==> src/recs_pkg.sv <==
package recs_pkg;

  localparam int unsigned DefMaxCols = 1024;
  localparam int unsigned DefMaxRows = 1024;

  localparam int unsigned WCSW = 30;
  localparam int unsigned WSW  = 20;
  localparam int unsigned WSQW = 40;
  localparam int unsigned CXW  = 18;
  localparam int unsigned CFW  = 24;
  localparam int unsigned RIW  = 10;

  // register indexes
  localparam logic [1:0] REG_EDGE_MODE = 2'd0;
  localparam logic [1:0] REG_LOW_SUPP  = 2'd1;
  localparam logic [1:0] REG_SLOPE     = 2'd2;
  localparam logic [1:0] REG_GAP_LIM   = 2'd3;

  localparam logic [1:0] MODE_POS = 2'd1;
  localparam logic [1:0] MODE_NEG = 2'd2;

  typedef enum logic [2:0] {
    ST_RUN,
    ST_PREP,
    ST_SQRT,
    ST_DIVX,
    ST_DIVC,
    ST_OUT
  } state_t;

  typedef struct packed {
    logic pix_go;
    logic prep;
    logic sqrt_step;
    logic divx_init;
    logic divx_step;
    logic divc_init;
    logic divc_step;
    logic row_close;
    logic out_load;
  } cmd_t;

  typedef struct packed {
    logic has_run;
    logic sqrt_done;
    logic div_done;
  } sts_t;

endpackage

==> src/recs_ctrl.sv <==
module recs_ctrl (
  input  logic            clk,
  input  logic            rst,
  input  logic            in_valid,
  input  logic            in_last,
  output logic            in_ready,
  output logic            out_valid,
  input  logic            out_ready,
  output recs_pkg::cmd_t  cmd,
  input  recs_pkg::sts_t  sts
);
  recs_pkg::state_t state, state_next;

  // next state
  always_comb begin
    state_next = state;
    unique case (state)
      recs_pkg::ST_RUN:
        if (in_valid && in_ready && in_last) state_next = recs_pkg::ST_PREP;
      recs_pkg::ST_PREP:
        state_next = sts.has_run ? recs_pkg::ST_SQRT : recs_pkg::ST_RUN;
      recs_pkg::ST_SQRT: if (sts.sqrt_done) state_next = recs_pkg::ST_DIVX;
      recs_pkg::ST_DIVX: if (sts.div_done) state_next = recs_pkg::ST_DIVC;
      recs_pkg::ST_DIVC: if (sts.div_done) state_next = recs_pkg::ST_OUT;
      recs_pkg::ST_OUT: if (!out_valid || out_ready) state_next = recs_pkg::ST_RUN;
      default: state_next = recs_pkg::ST_RUN;
    endcase
  end

  logic first;
  always_ff @(posedge clk) begin
    if (rst) begin
      state <= recs_pkg::ST_RUN;
      out_valid <= 1'b0;
      first <= 1'b0;
    end else begin
      state <= state_next;
      first <= (state != state_next);
      if (cmd.out_load) out_valid <= 1'b1;
      else if (out_ready) out_valid <= 1'b0;
    end
  end

  // commands
  always_comb begin
    cmd = '0;
    in_ready = 1'b0;
    unique case (state)
      recs_pkg::ST_RUN: begin
        in_ready = 1'b1;
        cmd.pix_go = in_valid;
      end
      // row end: run state now includes the last pixel
      recs_pkg::ST_PREP: begin
        cmd.prep = sts.has_run;
        cmd.row_close = !sts.has_run;
      end
      recs_pkg::ST_SQRT: cmd.sqrt_step = 1'b1;
      recs_pkg::ST_DIVX: begin
        cmd.divx_init = first;
        cmd.divx_step = !first;
      end
      recs_pkg::ST_DIVC: begin
        cmd.divc_init = first;
        cmd.divc_step = !first;
      end
      recs_pkg::ST_OUT: begin
        cmd.out_load = !out_valid || out_ready;
        cmd.row_close = cmd.out_load;
      end
      default: ;
    endcase
  end
endmodule

==> config.mk <==
export PLATFORM = sky130hd
export DESIGN_NAME = recs_ctrl
export DESIGN_NICKNAME = d
export VERILOG_FILES = /design/src/recs_pkg.sv /design/src/recs_ctrl.sv
export SDC_FILE = /design/constraint.sdc
export NUM_CORES = 1
export LEC_CHECK = 0
export ABC_AREA = 1
export BUFFER_PORTS_ARGS = -buffer_cell sky130_fd_sc_hd__buf_2
export CORE_AREA = 4 4 41 43
export CTS_CLUSTER_DIAMETER = 50
export DETAILED_ROUTE_END_ITERATION = 7
export DIE_AREA = 0 0 45 47
export PLACE_DENSITY = 0.48
export RECOVER_POWER = 50
export SYNTH_ARGS = -nofsm -noshare
export SYNTH_HDL_FRONTEND = slang
export SYNTH_SLANG_ARGS = --single-unit
==> constraint.sdc <==
create_clock -name clk -period 1.5 [get_ports clk]
set_input_delay 0.075 -clock clk [delete_from_list [all_inputs] [get_ports clk]]
set_output_delay 0.075 -clock clk [all_outputs]
set_load 0.01 [all_outputs]
Word-level counts from Yosys, hierarchy flattened --
Index checks and enable logic that the tools add are counted.
Word-level totals: bits in read-only memories 0, logic and storage cells 34, bits in writable memories 0, flip-flop bits (word level) 5, bits of input ports 8, output and inout port bits 11, bits in latches 0, memories kept 0
Cells by class: equality and inequality tests 6, reductions and logical operators 8, bitwise logic cells 0, divide/modulo/power cells 0, add/subtract/negate cells 0, multipliers 0, $lt $le $gt $ge 0, multiplexer cells 17, shift operators 0
Operators with widths (count):
- case mux 3 bit (6 select lines) | 1
- two-way mux 3 bit | 5
- two-way mux 1 bit | 7
- equality test 3 x 2 -> 1 bit, second input constant | 2
- equality test 3 bit, second input constant | 2
- two-way mux 2 bit | 3
- equality test 3 x 1 -> 1 bit, second input constant | 1
- logical NOT 1 bit | 3
- logical NOT 3 bit | 1
- inequality test 3 bit | 1
- logical AND 1 bit | 2
- case mux 1 bit (2 select lines) | 1
- nonzero test 2 bit | 1
- logical OR 1 bit | 1

Depth between registers and ports, before layout --
depth after elaboration 7, mapped depth 8, mapped depth without buffers 8

Least setup slack after synthesis --
Ideal clock, no wire load.
kind register to register, from register state[2], to register first, setup time 117 ps, setup slack 447 ps, period minus slack after synthesis 1053 ps, required time 1383 ps, cell stages (with the launch flop) 8, buffers on the path 0, arrival 936 ps, cell sequence dfxtp_1 > inv_1 > nor2_2 > nand2_2 > nand3_1 > nand2_1 > nor2_1 > a21oi_1
On the way: cells in the longest elaborated chain, start to end 7, elaborated cells on any way between the ends 16
Ends and longest elaborated chain:
- start, declared | line recs_ctrl.sv:12 | recs_pkg::state_t state, state_next;
- start signal, assigned | line recs_ctrl.sv:33 | state <= recs_pkg::ST_RUN;
- start signal, assigned | line recs_ctrl.sv:37 | state <= state_next;
- logical NOT 3 bit | line recs_ctrl.sv:17, recs_ctrl.sv:48
- two-way mux 1 bit | line recs_ctrl.sv:48 | unique case (state)
- logical AND 1 bit (2 in a row) | line recs_ctrl.sv:19 | if (in_valid && in_ready && in_last) state_next = recs_pkg::ST_PREP;
- two-way mux 3 bit | line recs_ctrl.sv:19
- case mux 3 bit (6 select lines) | line recs_ctrl.sv:17 | unique case (state)
- inequality test 3 bit * | line recs_ctrl.sv:38 | first <= (state != state_next);
- end signal, assigned | line recs_ctrl.sv:38
- end, declared | line recs_ctrl.sv:30 | logic first;
Every way passes the cells marked *; elsewhere a longest branch is shown, timed or not. A chain may end at the register's enable or synchronous reset.

==> impl_results.md <==
- Number of sinks driven by the clock tree: 5
- Mapped Nets: 68
- Buffer count from post-CTS setup fixing: 0
- Share of synthesized area occupied by flip-flops and latches: 28.1%
- CTS tree: yes
- Routed wire length: 906 um
- Crit path time final: 1.29 ns
- Vias: 425
- Most common cell after layout, fill and taps aside: buf_2
- Instance area after placement: 465 um2
- Share of the clock period used by the worst path after layout: 85.8%
- Outcome: finished clean
- Count of nets left with antenna violations after detail routing: 0
- Relative contribution of the clock network to total power: 43.1%
- Area grow syn2layout: 35.1%
- Area of all placed cells without fillers: 482 um2
- Number of buffers created by CTS: 3
- VDD IR max: 0.000467 V
- Total negative setup slack: 0 ns
- Leakage power figure: 0.264 nW
- Portion of total power attributed to combinational logic: 16.7%
- Maximum number of pins on one net before global-route repair: 8
- Fmax: 0.777 GHz
- Number of DRC violations after detailed routing: 0
- Post-detailed-route wirelength per cell: 9.34 um
- # setup viols final: 0
- Final critical-path setup slack: 0.213 ns
- WP data arrival: 1.21 ns
- Worst endpoint required time: 1.42 ns
- Count of port buffers added during placement: 18
- Global-route congestion overflow total: 0
- Worst-case headroom to the max-slew limit: 83.3%
- Number of gates resized after cts: 0
- Weighted congestion at the end of routability-driven global placement: 0.816
- Maximum clock insertion buffer count: 2
- Final Net Count: 91
- Fraction of layout instances using a drive strength above 1: 30.5%
- Final hold vios: 0
- Number of standard cells after synthesis: 60
- Drt first pass iters: 4
- Sequential share of power: 40.2%
- Initial antenna violation count: 0
- Boundary pin count: 19
- Post-detailed-route via-to-cell ratio: 4.38
- Effective utilization at floorplan: 27.4%
- Die Footprint: 2120 um2
- P per Cell Area: 759 nW/um2
- Capturing element type of the critical path: output pin
- Class of the tightest hold or removal check: in -> reg
- Count of maximum capacitance violations: 0
- Count of warnings emitted by yosys: 0
- Kind of critical path: reg -> out
- Floorplan row count: 13
- Htree depth: 1
- Max Clock Skew: 0.00118 ns
- Synthesized area per cell: 5.94 um2
- Type of element launching the critical path: flop
- Final HPWL DP: 779 um
- Vertical extent of the die: 47 um
- Unrepaired setup endpoints after global routing: no
- Core outline area: 1300 um2
- Highest-count cells in the layout ignoring fill and taps: 16 x buf_2, 12 x inv_1, 12 x nor2_1, 12 x nand2_1, 5 x nand3_1
- Initial DRC Count: 3
- Clock transition at the registers of the reported paths: 0.04 ns
- Via count of the first global-routing pass: 429
- Number of pins exceeding their max-slew limit in the final report: 0
- Largest driver fanout on the critical path: 7
- Final core utilization: 37.0%
- Cell chosen for the clock root: clkbuf_4
- Worst setup timing slack at the placement stage: 0.288 ns
- Cell Area, Synth: 357 um2
- Cell-internal power: 0.000267 W
- Source-to-sink clock delay at the later pin of the worst-skew pair: 0.24 ns
- First-pass GRT wire length: 1.68 mm
- Switching power of the nets: 0.0000986 W
- Yosys reg bits: 5
- Antenna diode count: 0
- Total global-route track usage: 11.3%
- Number of unique standard cell types used by synthesis: 17
- Net switching fraction of the power: 27.0%
- Slew at the pin closest to its max-slew limit: 0.249 ns
- Hold buffer count at cts: 0
- Floorplan die width: 45 um
- Count of fill cells added during filler insertion: 157
-- per-stage QoR --
stage / hold slack, ns / instances / total power (W)
after global routing: 0.0523 / 97 / 0.000400
final: 0.0464 / 97 / 0.000366
after global placement: 0.313 / 93 / 0.000213
after floorplan: 0.144 / 60 / 0.000185
after detailed placement: 0.310 / 93 / 0.000213
after CTS: 0.0470 / 97 / 0.000376
-- power by group through the flow --
| stage | registers (W) | clock network (W) | logic [W] |
|---|---|---|---|
| 6_report | 0.000147 | 0.000158 | 0.0000610 |
| 4_1_cts | 0.000147 | 0.000165 | 0.0000638 |
| 3_3_place_gp | 0.000149 | 0 | 0.0000643 |
| 5_1_grt | 0.000148 | 0.000181 | 0.0000713 |
| 2_1_floorplan | 0.000148 | 0 | 0.0000377 |
| 3_5_place_dp | 0.000149 | 0 | 0.0000635 |
-- kinds of logic (layout without fill, tap and decap cells) --
kind of cell	count (synthesis)	after routing	synth area share, %
compound gates	9	9	15.4
buf+inv	13	35	13.7
simple gates	33	33	42.8
flops	5	5	28.1
-- cells in the mapped netlist --
cell type	number	area share, %
a31oi_1	1	1.8
dfxtp_1	5	28
nand3_1	5	7.0
a31o_1	1	2.5
nand2_2	1	1.8
nor3_2	1	2.8
inv_2	1	1.1
a31o_2	1	2.5
inv_1	12	13
o22ai_1	1	1.8
nand2_1	11	12
nand3_2	1	2.8
and3_1	1	1.8
nor2_1	11	12
a21oi_1	3	4.2
o21ai_0	2	2.8
nor2_2	2	3.5
-- routing by layer --
| layer | GRT usage, % | share of wire (%) | vias to the layer above |
|---|---|---|---|
| met5 | 0 | 0 | - |
| met4 | 3.51 | 0.88 | 0 |
| met3 | 6.90 | 8.2 | 2 |
| met2 | 18.4 | 49 | 13 |
| met1 | 12.4 | 41 | 176 |
| li1 | - | - | 234 |
-- flip-flops by register name (all words and copies together), names as in the netlist --
name and cells:
state 3, out_valid 1, first 1
-- worst paths after layout --
check                           startpoint       end  slack (ns)  cells after the start
worst max-delay path              state[2]    cmd[1]        0.21                      5
worst min-delay path                   rst  state[2]        0.05                      2
worst max register to register    state[1]     first        0.35                      8
worst min register to register    state[0]     first        0.54                      2
-- critical path, stage by stage, from the launching register on --
cell and delay (ns):
dfxtp_2 0.38, inv_1 0.10, nor2_2 0.12, inv_1 0.07, o22ai_1 0.14, buf_2 0.15
-- area by class of cell --
cell class	count	area, um2	area share (%)
clock buffer	4	26.3	5.45
inverter	13	48.8	10.1
sequential	5	103	21.3
multi-input combinational	42	198	41.0
tap	15	18.8	3.90
timing repair buffer	18	87.6	18.2
Note: power is estimated with default switching activity, not from simulation.
